File: src/rtl/core/alpg_pkg.sv
// alpg_pkg: shared types and constants for the adjacent line prefix grouper
// used by alpg_front, alpg_fifo, alpg_back and the top level
`default_nettype none

package alpg_pkg;

  // default depth of the prefix store in bytes
  localparam int unsigned PREFIX_DEPTH_DEF = 1024;

  localparam int unsigned BYTE_W  = 8;
  localparam int unsigned CFG_W   = 11;
  localparam int unsigned COUNT_W = 32;

  localparam logic [BYTE_W-1:0]  NEWLINE_BYTE = 8'd10;
  localparam logic [BYTE_W-1:0]  NUL_BYTE     = 8'd0;
  localparam logic [COUNT_W-1:0] COUNT_MAX    = 32'hFFFF_FFFF;

  // depth of the request queue between front and back
  localparam int unsigned QUEUE_DEPTH = 2;

  // what the front does with an accepted item
  typedef enum logic [1:0] {
    OP_STORE,  // compare one prefix byte and write it to the store
    OP_EOL,    // newline: finish the line
    OP_FLUSH   // end of input: close the last group
  } op_t;

  // one request from front to back
  typedef struct packed {
    logic new_group;
    logic is_final;
  } grp_req_t;

endpackage

`default_nettype wire

File: src/rtl/core/alpg_fifo.sv
// alpg_fifo: short request queue between the front and the back
// depends on alpg_pkg (grp_req_t, QUEUE_DEPTH)
`default_nettype none

module alpg_fifo (
  input  wire logic               clk,
  input  wire logic               rst_n,
  input  wire logic               push_valid,
  output logic                    push_ready,
  input  alpg_pkg::grp_req_t      push_data,
  output logic                    pop_valid,
  input  wire logic               pop_ready,
  output alpg_pkg::grp_req_t      pop_data
);

  localparam int unsigned QW = (alpg_pkg::QUEUE_DEPTH > 1) ? $clog2(alpg_pkg::QUEUE_DEPTH) : 1;
  localparam int unsigned NW = $clog2(alpg_pkg::QUEUE_DEPTH + 1);

  alpg_pkg::grp_req_t entry_r [alpg_pkg::QUEUE_DEPTH];
  logic [QW-1:0] wr_ptr_r, wr_ptr_nxt;
  logic [QW-1:0] rd_ptr_r, rd_ptr_nxt;
  logic [NW-1:0] fill_r, fill_nxt;
  logic          do_push, do_pop;

  assign push_ready = (fill_r != NW'(alpg_pkg::QUEUE_DEPTH));
  assign pop_valid  = (fill_r != '0);
  assign pop_data   = entry_r[rd_ptr_r];
  assign do_push    = push_valid & push_ready;
  assign do_pop     = pop_valid & pop_ready;

  always_comb begin
    wr_ptr_nxt = wr_ptr_r;
    rd_ptr_nxt = rd_ptr_r;
    fill_nxt   = fill_r;
    if (do_push) begin
      wr_ptr_nxt = (wr_ptr_r == QW'(alpg_pkg::QUEUE_DEPTH - 1)) ? '0 : QW'(wr_ptr_r + 1'b1);
    end
    if (do_pop) begin
      rd_ptr_nxt = (rd_ptr_r == QW'(alpg_pkg::QUEUE_DEPTH - 1)) ? '0 : QW'(rd_ptr_r + 1'b1);
    end
    if (do_push && !do_pop) begin
      fill_nxt = NW'(fill_r + 1'b1);
    end else if (do_pop && !do_push) begin
      fill_nxt = NW'(fill_r - 1'b1);
    end
  end

  always_ff @(posedge clk) begin
    if (!rst_n) begin
      wr_ptr_r <= '0;
      rd_ptr_r <= '0;
      fill_r   <= '0;
    end else begin
      wr_ptr_r <= wr_ptr_nxt;
      rd_ptr_r <= rd_ptr_nxt;
      fill_r   <= fill_nxt;
    end
  end

  always_ff @(posedge clk) begin
    if (do_push) begin
      entry_r[wr_ptr_r] <= push_data;
    end
  end

endmodule

`default_nettype wire

File: config.mk
export PLATFORM = sky130hd
export DESIGN_NAME = alpg_fifo
export DESIGN_NICKNAME = d
export VERILOG_FILES = /design/src/rtl/core/alpg_pkg.sv /design/src/rtl/core/alpg_fifo.sv
export SDC_FILE = /design/constraint.sdc
export NUM_CORES = 1
export LEC_CHECK = 0
export ABC_CLOCK_PERIOD_IN_PS = 2770
export BUFFER_PORTS_ARGS = -buffer_cell sky130_fd_sc_hd__buf_2
export CAP_MARGIN = 20
export CORE_AREA = 2 2 39 41
export DETAILED_ROUTE_END_ITERATION = 7
export DIE_AREA = 0 0 41 43
export GPL_ROUTABILITY_DRIVEN = 0
export SYNTH_ARGS = -nofsm -noshare
export SYNTH_HDL_FRONTEND = slang
export SYNTH_SLANG_ARGS = --single-unit
File: constraint.sdc
create_clock -name clk -period 2.77 [get_ports clk]
set_clock_uncertainty 0.05 [all_clocks]
set_input_delay 0.831 -clock clk [delete_from_list [all_inputs] [get_ports clk]]
set_output_delay 0.831 -clock clk [all_outputs]
set_load 0.01 [all_outputs]
### Yosys cells after proc, flatten, opt, wreduce, memory -nomap -nowiden

Memories as Yosys holds them, arrays and structs flattened. A register that Yosys moved wholly into a read port is not among the register bits.
Cells that the tools add are included.

* add/sub/neg operators: 4
* equal/unequal tests: 1
* muxes and demuxes: 8
* bitwise operators: 2
* reduce and logical (&&, ||, !) cells: 6

Operator list (number)
* 1-bit 2-to-1 mux: 6
* 2-bit 2-to-1 mux: 2
* 2-bit nonzero test: 2
* 1-bit adder, second input constant: 2
* 2-bit by 1-bit adder with 2-bit output, second input constant: 1
* 1-bit bitwise AND: 2
* 1-bit logical AND: 2
* 1-bit logical NOT: 2
* 2-bit != test, second input constant: 1
* 2-bit by 1-bit subtractor with 2-bit output, second input constant: 1

* register bits: 4
* RAM bits: 4
* memories: 1

Memory list
* entry_r: words 2, width 2, rd ports 1, clocked after memory_dff 1, wr ports 1, line alpg_fifo.sv:19 `alpg_pkg::grp_req_t entry_r [alpg_pkg::QUEUE_DEPTH];`

### Logic depth before layout (Yosys ltp)

* depth after elaboration: 6
* mapped depth: 6
* mapped depth without buffers: 6

### Worst setup path before layout

Ideal clock, no wire load.

* kind: input to register
* start: in push_valid
* end: reg fill_r[1]
* library setup time: 0.070 ns
* arrival: 1.748 ns
* slack: 0.902 ns
* stages: 4
* buffers on the path: 0
* cells stage by stage: and2_1 > ha_1 > or3_1 > a21boi_1

* cells in the longest elaborated chain, start to end: 4

RTL lines
* from (decl): line alpg_fifo.sv:8 `input wire logic push_valid,`
* 1-bit bitwise AND *: line alpg_fifo.sv:28 `assign do_push = push_valid & push_ready;`
* 1-bit logical NOT: line alpg_fifo.sv:43 `end else if (do_pop && !do_push) begin`
* 1-bit logical AND: line alpg_fifo.sv:43
* 2-bit nonzero test (no source line)
* to (signal assigned): line alpg_fifo.sv:56 `fill_r <= fill_nxt;`
* to (decl): line alpg_fifo.sv:22 `logic [NW-1:0] fill_r, fill_nxt;`

Mark *: on every way between the ends. The rest lies on a longest branch, timed or not.
A chain may end at the register's enable or synchronous reset.

==> flow_metrics.env <==
export IMPL_outcome="complete, no violations"
export IMPL_syn_num_nets=37
export IMPL_cp_data_required_time_ns=1.89
export IMPL_synth_edf_count=4
export IMPL_pwr_share_seq_pct=43.5
export IMPL_cts_buffers=3
export IMPL_hold_depth=2
export IMPL_io_buffers=9
export IMPL_path_class="reg -> out"
export IMPL_dp_final_hpwl_um=477
export IMPL_die_y_um=43
export IMPL_p_per_area_mw_per_mm2=970
export IMPL_peakVddDrop_v=0.000325
export IMPL_synth_top_area_share_pct=31.8
export IMPL_grt_pass1_vias=274
export IMPL_post_cts_buffers=0
export IMPL_drtAntennaViolNets=0
export IMPL_final_common_cell="buf_2"
export IMPL_clk_insertion_delay_late_ns=0.25
export IMPL_total_power_uw=455
export IMPL_ys_ff_latch=9
export IMPL_grt_pass1_wl_um=1100
export IMPL_yosysWarnings=0
export IMPL_power_leakage_uw=0.000197
export IMPL_worst_slew_pin_slew_ns=0.203
export IMPL_cts_sinks=9
export IMPL_synth_largest_area_cell="edfxtp_1"
export IMPL_worstRegToRegCells=5
export IMPL_rows=14
export IMPL_switching_share_pct=30.7
export IMPL_yosysUniqueCellTypes=17
export IMPL_slew_violations=0
export IMPL_tns_ns=0
export IMPL_antenna_found_initial=0
export IMPL_max_slew_margin_pct=86.4
export IMPL_drt_iter0_markers=0
export IMPL_clockBufferDepth=2
export IMPL_min_path_type="reg -> reg"
export IMPL_seq_area_frac_synth_pct=58.3
export IMPL_io_pins=10
export IMPL_die_w_um=41
export IMPL_setup_viol=0
export IMPL_start_util_pct=27.3
export IMPL_antenna_cells=0
export IMPL_p_comb_share_pct=34.8
export IMPL_synthToLayoutAreaGrowth_pct=24.2
export IMPL_p_int_uw=315
export IMPL_cp_start_kind="flop"
export IMPL_gr_usage_all_layers_pct=9.83
export IMPL_ys_flop_type="dfxtp_1"
export IMPL_overflow=0
export IMPL_switching_power_uw=140
export IMPL_routed_wl_um=612
export IMPL_avgRoutedWirePerCell_um=10.4
export IMPL_synth_area_leaders="edfxtp_1 32%, dfxtp_1 26%, and2_1 6.6%, mux2_2 6.0%, xnor2_1 4.6%"
export IMPL_endpoint_kind="output pin"
export IMPL_critPathSlowestCell="dfxtp_1"
export IMPL_core_mm2=0.00138
export IMPL_htreeDepth=1
export IMPL_grt_max_degree=6
export IMPL_drive_gt1_share_pct=32.6
export IMPL_path_clk_slew_ns=0.06
export IMPL_fmax_mhz=513
export IMPL_nets=51
export IMPL_vias_per_cell=4.17
export IMPL_worstPathArrival_ns=1.07
export IMPL_design_die_area_mm2=0.00176
export IMPL_finalCritPeriodShare_pct=70.4
export IMPL_syn_area_um2=378
export IMPL_cts_hold_buffers=0
export IMPL_rsz0062_at_grt="no"
export IMPL_crit_chain="mux2_2 > buf_2"
export IMPL_layout_min_cycle_time_ns=1.95
export IMPL_cts_resized=0
export IMPL_pwr_share_clk_pct=21.7
export IMPL_avgSynthCellArea_um2=12.6
export IMPL_cts_tree="built"
export IMPL_drc=0
export IMPL_hold_viol=0
export IMPL_drtPass1Iterations=1
export IMPL_clock_root_buffer="clkbuf_4"
export IMPL_cp_max_fo=2
export IMPL_synth_cells=30
export IMPL_max_stage_delay_ns=0.35
export IMPL_routed_via_count=246
export IMPL_synthArstFlopShare_pct=0
export IMPL_final_cell_mix="9 x buf_2, 5 x dfxtp_1, 4 x and2_1, 4 x edfxtp_1, 3 x clkbuf_4"
export IMPL_maxCapViolCount=0
==> worst max-delay path: cells and delay by family (launching register included) <==
kind | cells | cell delay, ns
muxes | 1 | 0.33
buffers and inverters | 1 | 0.14
DFF | 1 | 0.35
==> synth_stat cells (2+ instances only) <==
cell type	n
and2_1	4
xnor2_1	2
a21boi_1	2
edfxtp_1	4
dfxtp_1	5
mux2_2	2
==> per-layer routing <==
metal	wire length, um	up-vias	GRT usage (%)
li1	-	132	-
met1	265	106	11.3
met2	303	8	14.1
met3	43	0	3.14
met4	0	0	8.00
met5	0	-	0
==> power by group through the flow <==
stage	logic [uW]	registers, uW	clock network (uW)
after floorplan	119	195	0
after global placement	155	201	0
after detailed placement	160	201	0
after CTS	161	199	103
after global routing	181	205	109
final	158	198	98.8
==> cell families after synthesis <==
family | synth area share [%]
AND/OR/NAND/NOR | 15.2
adder cells (fa/ha/maj) | 3.31
flip-flops | 58.3
AO/OA/AOI/OAI | 9.27
XOR/XNOR | 6.95
multiplexers | 5.96
buffers and inverters | 0.992
==> worst paths after layout <==
path	slack, ns	to	startpoint
worst min-delay path	0.46	fill_r[1]$_SDFFE_PN0P_	fill_r[1]$_SDFFE_PN0P_
worst max-delay path	0.82	pop_data[0]	flop
worst min register to register	0.46	fill_r[1]$_SDFFE_PN0P_	fill_r[1]$_SDFFE_PN0P_
worst max register to register	1.07	fill_r[1]$_SDFFE_PN0P_	fill_r[0]$_SDFFE_PN0P_
==> through the flow <==
stage | setup WS, ns | cell area [um^2] | hold slack [ns] | cells | util, %
after floorplan | 0.902 | 378 | 0.429 | 30 | -
after global placement | 0.740 | 443 | 0.463 | 55 | 32.0
after detailed placement | 0.721 | 443 | 0.457 | 55 | 32.0
after CTS | 0.792 | 469 | 0.467 | 59 | 33.9
after global routing | 0.752 | 469 | 0.516 | 59 | 33.9
final | 0.819 | 469 | 0.465 | 59 | 33.9
==> final cells by class <==
type	count	area, um^2
Inverter	1	3.75
Fill cell	153	915
Tap cell	16	20.0
Sequential cell	9	220
Clock buffer	4	26.3
Multi-Input combinational cell	20	154
Timing Repair Buffer	9	45.0
Power figures use the tool's default switching activity.
