### config.mk
export PLATFORM = sky130hd
export DESIGN_NAME = alpg_back
export DESIGN_NICKNAME = d
export VERILOG_FILES = /design/src/rtl/core/alpg_pkg.sv /design/src/rtl/core/alpg_back.sv
export SDC_FILE = /design/constraint.sdc
export NUM_CORES = 1
export LEC_CHECK = 0
export BUFFER_PORTS_ARGS = -buffer_cell sky130_fd_sc_hd__buf_2
export CORE_MARGIN = 10
export CORE_UTILIZATION = 35
export CTS_BUF_LIST = sky130_fd_sc_hd__clkbuf_4
export CTS_CLUSTER_SIZE = 20
export DETAILED_ROUTE_END_ITERATION = 16
export HOLD_SLACK_MARGIN = 0.06
export PLACE_DENSITY = 0.59
export SLEW_MARGIN = 20
export SYNTH_ARGS = -nofsm -noshare
export SYNTH_HDL_FRONTEND = slang
export SYNTH_SLANG_ARGS = --single-unit
### constraint.sdc
create_clock -name clk -period 3.5 [get_ports clk]
set_input_delay 0.7 -clock clk [delete_from_list [all_inputs] [get_ports clk]]
set_output_delay 0.7 -clock clk [all_outputs]
set_load 0.01 [all_outputs]
### src/rtl/core/alpg_pkg.sv
// alpg_pkg: shared types and constants for the adjacent line prefix grouper
// used by alpg_front, alpg_fifo, alpg_back and the top level
`default_nettype none

package alpg_pkg;

  // default depth of the prefix store in bytes
  localparam int unsigned PREFIX_DEPTH_DEF = 1024;

  localparam int unsigned BYTE_W  = 8;
  localparam int unsigned CFG_W   = 11;
  localparam int unsigned COUNT_W = 32;

  localparam logic [BYTE_W-1:0]  NEWLINE_BYTE = 8'd10;
  localparam logic [BYTE_W-1:0]  NUL_BYTE     = 8'd0;
  localparam logic [COUNT_W-1:0] COUNT_MAX    = 32'hFFFF_FFFF;

  // depth of the request queue between front and back
  localparam int unsigned QUEUE_DEPTH = 2;

  // what the front does with an accepted item
  typedef enum logic [1:0] {
    OP_STORE,  // compare one prefix byte and write it to the store
    OP_EOL,    // newline: finish the line
    OP_FLUSH   // end of input: close the last group
  } op_t;

  // one request from front to back
  typedef struct packed {
    logic new_group;
    logic is_final;
  } grp_req_t;

endpackage

`default_nettype wire

### src/rtl/core/alpg_back.sv
// alpg_back: keeps the running group count and drives the result register
// depends on alpg_pkg (grp_req_t, COUNT_W, COUNT_MAX)
`default_nettype none

module alpg_back (
  input  wire logic                          clk,
  input  wire logic                          rst_n,
  input  wire logic                          pop_valid,
  output logic                               pop_ready,
  input  alpg_pkg::grp_req_t                 pop_data,
  output logic                               out_valid,
  input  wire logic                          out_ready,
  output logic                               out_new_group,
  output logic [alpg_pkg::COUNT_W-1:0]       out_closed_count,
  output logic                               out_is_final
);

  logic                         out_valid_r, out_valid_nxt;
  logic                         new_group_r;
  logic                         is_final_r;
  logic [alpg_pkg::COUNT_W-1:0] closed_r, closed_nxt;
  logic [alpg_pkg::COUNT_W-1:0] count_r, count_nxt;
  logic                         open_r, open_nxt;
  logic                         take;

  assign pop_ready = !out_valid_r || out_ready;
  assign take      = pop_valid && pop_ready;

  always_comb begin
    out_valid_nxt = out_valid_r;
    closed_nxt    = '0;
    count_nxt     = count_r;
    open_nxt      = open_r;
    if (out_valid_r && out_ready) begin
      out_valid_nxt = 1'b0;
    end
    if (take) begin
      out_valid_nxt = 1'b1;
      if (pop_data.is_final || pop_data.new_group) begin
        closed_nxt = open_r ? count_r : '0;
      end
      if (pop_data.is_final) begin
        count_nxt = '0;
        open_nxt  = 1'b0;
      end else if (pop_data.new_group) begin
        count_nxt = alpg_pkg::COUNT_W'(1);
        open_nxt  = 1'b1;
      end else if (count_r != alpg_pkg::COUNT_MAX) begin
        count_nxt = alpg_pkg::COUNT_W'(count_r + 1'b1);
      end
    end
  end

  always_ff @(posedge clk) begin
    if (!rst_n) begin
      out_valid_r <= 1'b0;
      count_r     <= '0;
      open_r      <= 1'b0;
    end else begin
      out_valid_r <= out_valid_nxt;
      count_r     <= count_nxt;
      open_r      <= open_nxt;
    end
  end

  always_ff @(posedge clk) begin
    if (take) begin
      new_group_r <= pop_data.new_group;
      is_final_r  <= pop_data.is_final;
      closed_r    <= closed_nxt;
    end
  end

  assign out_valid        = out_valid_r;
  assign out_new_group    = new_group_r;
  assign out_closed_count = closed_r;
  assign out_is_final     = is_final_r;

endmodule

`default_nettype wire

Yosys cells after proc, flatten, opt, wreduce, memory -nomap -nowiden

Cells that the tools add are included.
W data, S select, Z words.

Register bits after elaboration: 68
Input bits: 6
Output and inout port bits: 36

$add $sub $neg: 1
Equality and inequality tests: 1
Multiplexer cells: 7
Reduce and logical (&&, ||, !) cells: 11

Operators by type and width:

| kind                    | count |
|---|---|
| $mux W32                | 3 |
| $add A32 B1 Y32 const B | 1 |
| $ne A32 B32 Y1 const B  | 1 |
| $reduce_and A2 Y1       | 3 |
| $mux W1                 | 4 |
| $reduce_bool A2 Y1      | 2 |
| $reduce_bool A3 Y1      | 1 |
| $logic_and A1 B1 Y1     | 2 |
| $logic_or A1 B1 Y1      | 2 |
| $logic_not A1 Y1        | 1 |

Depth between registers and ports, before layout

Depth in word-level cells: 4
Mapped depth: 9
Gate-level depth less buffers: 6

Worst setup path after synthesis

OpenSTA, ideal clock, no wires.

Path type: input-to-reg
Start: input port out_ready
End: register count_r[31] (netlist name)
Library setup time: 119 ps
Arrival: 2485 ps
Data required time: 3381 ps
Path slack: 897 ps
Stages on the path: 5
Path buffers: 0
Cells stage by stage: nand2b_1 nand2_2 clkinv_1 and2_1 o221a_2

Cells in the longest elaborated chain, start to end: 3

Ends and longest elaborated chain:

| element                     | RTL line        | source |
|---|---|---|
| from (decl)                 | alpg_back.sv:12 | `input wire logic out_ready,` |
| $logic_or A1 B1 Y1          | alpg_back.sv:26 | `assign pop_ready = !out_valid_r \|\| out_ready;` |
| $logic_and A1 B1 Y1         | alpg_back.sv:27 | `assign take = pop_valid && pop_ready;` |
| $reduce_and A2 Y1 (no line) | n/a             |  |
| to (signal assigned)        | alpg_back.sv:61 | `count_r <= count_nxt;` |
| to (decl)                   | alpg_back.sv:22 | `logic [alpg_pkg::COUNT_W-1:0] count_r, count_nxt;` |

No other way between the ends.
A chain may end at the register's enable or synchronous reset.

Final worst setup path

Start: register count_r[0] (netlist name)
End: register count_r[5] (netlist name)

Cells in the longest elaborated chain, start to end: 4

Ends and longest elaborated chain:

| element         | RTL line        | source |
|---|---|---|
| $add A32 B1 Y32 | alpg_back.sv:49 | `count_nxt = alpg_pkg::COUNT_W'(count_r + 1'b1);` |
| $mux W32        | alpg_back.sv:48 | `end else if (count_r != alpg_pkg::COUNT_MAX) begin` |
| $mux W32        | alpg_back.sv:45 | `end else if (pop_data.new_group) begin` |
| $mux W32        | alpg_back.sv:42 | `if (pop_data.is_final) begin` |

Several ways; a longest one is shown, not always the timed one. The select of a mux whose other input is x is not followed.

==> impl_results.md <==
* Crit path required time at ~3900 ps
* Crit path DAT at 2960 ps
* R2R cell count at 6
* Syn_nets at 340
* Max Slew Vio Count at 0
* Fmax at 383.8 MHz
* Synth cell types at between 40 and 50
* Placed Cells at 468
* Antenna-violating nets left at 0
* Clock slew at the register clock pins of the worst setup and hold paths at 110 ps
* Peak supply drop at roughly 0.19 mV
* Core area at 0.009196 mm^2
* R2r setup slk at 890 ps
* Routed len/inst at 17.16 um
* TritonCTS Buffers at 9
* P per Cell Area at 427.8 mW/mm^2
* DPL Wire Length at 5455 um
* Setup crit end kind: register
* Routability cong. at about 0.85
* Layout cells sized above 1 at 21.45%
* Gr ovfl total at 0
* Io pins at 42
* PostCTS Resize Cnt at 0
* RSZ-0062 raised after global routing: false
* Total number of vias at 2853
* Max-slew headroom at 40.91%
* Vias in the first global route at ~2.7k
* Worst-Skew Late Latency at approximately 420 ps
* Count of input and output buffers at 41
* Leakage power at 1.396 nW
* Reg-to-reg endpoint: count_r[5]$_SDFFE_PN0P_
* Setup Fix Bufs, Post-CTS at 0
* Nets at 375
* Finished layout cell area at 0.003742 mm^2
* Min-delay worst type: in2reg
* Initial Util at 35.70%
* Hold Path Sink: out_new_group$_DFFE_PP_
* Total die area at 0.01365 mm^2
* # hold bufs at CTS at 0
* Drt first pass iters at 4
* Die Ht at 116.9 um
* Mapped Avg Cell Area at 9.859 um^2
* Commonest non-fill, non-tap cell in the layout: buf_2
* Register area share after synthesis at between 50% and 60%
* H-tree Lvls at 3
* Synth warnings at 0
* Min-Delay Startpoint: pop_data[1]
* Root Buffer Master: clkbuf_4
* Finished Layout Cells at a little under 500
* Vias per cell at 5.882
* Number of enable flip-flop cells after synthesis at 34
* Largest net degree at the start of global routing at 48
* Primary FF master, synth: edfxtp_1
* Area of placed instances at 0.003562 mm^2
* Drt initial violations at slightly above 200
* Critical R2R Launch: count_r[0]$_SDFFE_PN0P_
* Worst-case clock buffer depth at 2
* FP Rows at 35
* Hold_ws at between 500 and 600 ps
* Share of flip-flops with an asynchronous set or reset at 0%
* Filler instances at 922
* Clock sinks at around 70
* Layout Utilization at 40.69%
* Residual DRC at 0
* CTS tree: done
* GRT Util Overall at 12.77%
* Max Clock Skew at ~19 ps
* Hold Violations, Final at 0
* Max-cap violations at 0
* Hold Crit Depth at 1
* Post-Syn Area at 0.003283 mm^2
* Total routed wirelength at 8323 um
* WS Path Type: reg2reg
* Die X at 116.9 um
* Post-synthesis cell count at roughly 330
* FF+latch count, synth at 68
* Setup TNS at 0 ps
* Antenna violations before repair at 1
* CP startpoint kind: register
* Most frequent cells in the layout: 41 x buf_2, 36 x and3_1, 34 x dfxtp_1, 34 x edfxtp_1, 23 x nand2_1
* Period utilization at 74.44%
* Status: completed
* First-pass GRT wire length at 13780 um
* Setup violators final at 0
* Worst-path fanout max at 8
* Syn-to-layout area delta at 13.99%
* Fin crit period at 2605 ps
* Worst Max-Slew Pin Slew at 878.3 ps
==> state kept, by name, summed over array words and instances, names as in the netlist <==
register / cells
open_r: 1
out_valid: 1
count_r: 32
out_new_group: 1
out_is_final: 1
out_closed_count: 32
==> synth_stat cells, types with 4 or more instances <==
cell type  count  area, um^2
a211oi_1       5       37.54
a21oi_1       18       90.09
a31oi_1        8       50.05
and2_1         4       25.02
and3_1        36       225.2
buf_2          5       25.02
clkbuf_1      13       48.80
dfxtp_1       34       680.7
edfxtp_1      34        1021
inv_1          7       26.28
nand2_1       23       86.33
nand3_1       19       95.09
nand4_1       11       68.82
nor2_1        15       56.30
nor3_1        10       50.05
nor4_1         9       56.30
o21ai_0       17       85.08
o221a_2        5       56.30
o311ai_0       6       52.55
o31ai_1        5       37.54
or3_1          4       25.02
or4_1          5       37.54
==> per-layer routing <==
layer  up-vias  part of all wire, %  track usage (%)
li1       1376                    -                -
met2        88                   48            20.85
met4         0                  1.3            4.778
met3         7                  6.0            3.313
met5         -                    0                0
met1      1382                   44            15.86
==> stage by stage <==
stage          total power [mW]  worst slack, ps
6_report                  1.601            894.6
5_1_grt                   1.670            760.8
4_1_cts                   1.619            907.9
3_5_place_dp             0.9817            796.6
3_3_place_gp             0.9796            855.5
2_1_floorplan            0.9401            896.7
==> layout make-up <==
class	instances	area, um^2	share of cell area [%]
Antenna cell	1	2.502	0.06687
Clock buffer	10	75.07	2.006
Clock inverter	6	102.6	2.742
Inverter	8	30.03	0.8024
Multi-Input combinational cell	233	1434	38.32
Sequential cell	68	1702	45.47
Tap cell	111	138.9	3.711
Timing Repair Buffer	48	257.7	6.887
==> critical path: stages, from the launching register on <==
cell and delay, ps:
dfxtp_1 430, ha_1 260, nand4_1 150, or4_1 670, or4_4 550, nand2_1 260, o221a_2 230
==> cell families (layout without fill, tap and decap cells) <==
group | after synthesis | in the layout | synth area share [%]
flops | 68 | 68 | 51.83
buf+inv | 32 | 72 | 4.687
simple gates | 152 | 152 | 26.11
compound gates | 80 | 80 | 17.00
other cells | 0 | 1 | 0
fa+ha+maj | 1 | 1 | 0.3810
==> power breakdown <==
part | internal, mW | total, mW | switching, mW
logic | 0.0264 | 0.0976 | 0.0712
registers | 0.854 | 0.864 | 0.00967
clock network | 0.364 | 0.639 | 0.275
total | 1.25 | 1.60 | 0.356
==> worst max-delay path by stage <==
stage                                  startpoint  depth (start not counted)                  endpoint
after floorplan                         out_ready                          5  count_r[31]$_SDFFE_PN0P_
after global placement                pop_data[0]                          5  count_r[16]$_SDFFE_PN0P_
after detailed placement              pop_data[0]                          5  count_r[15]$_SDFFE_PN0P_
after CTS                 count_r[0]$_SDFFE_PN0P_                          6   count_r[5]$_SDFFE_PN0P_
after global routing      count_r[0]$_SDFFE_PN0P_                          6   count_r[5]$_SDFFE_PN0P_
final                     count_r[0]$_SDFFE_PN0P_                          6   count_r[5]$_SDFFE_PN0P_
No activity file was read; power rests on OpenSTA's default activity.
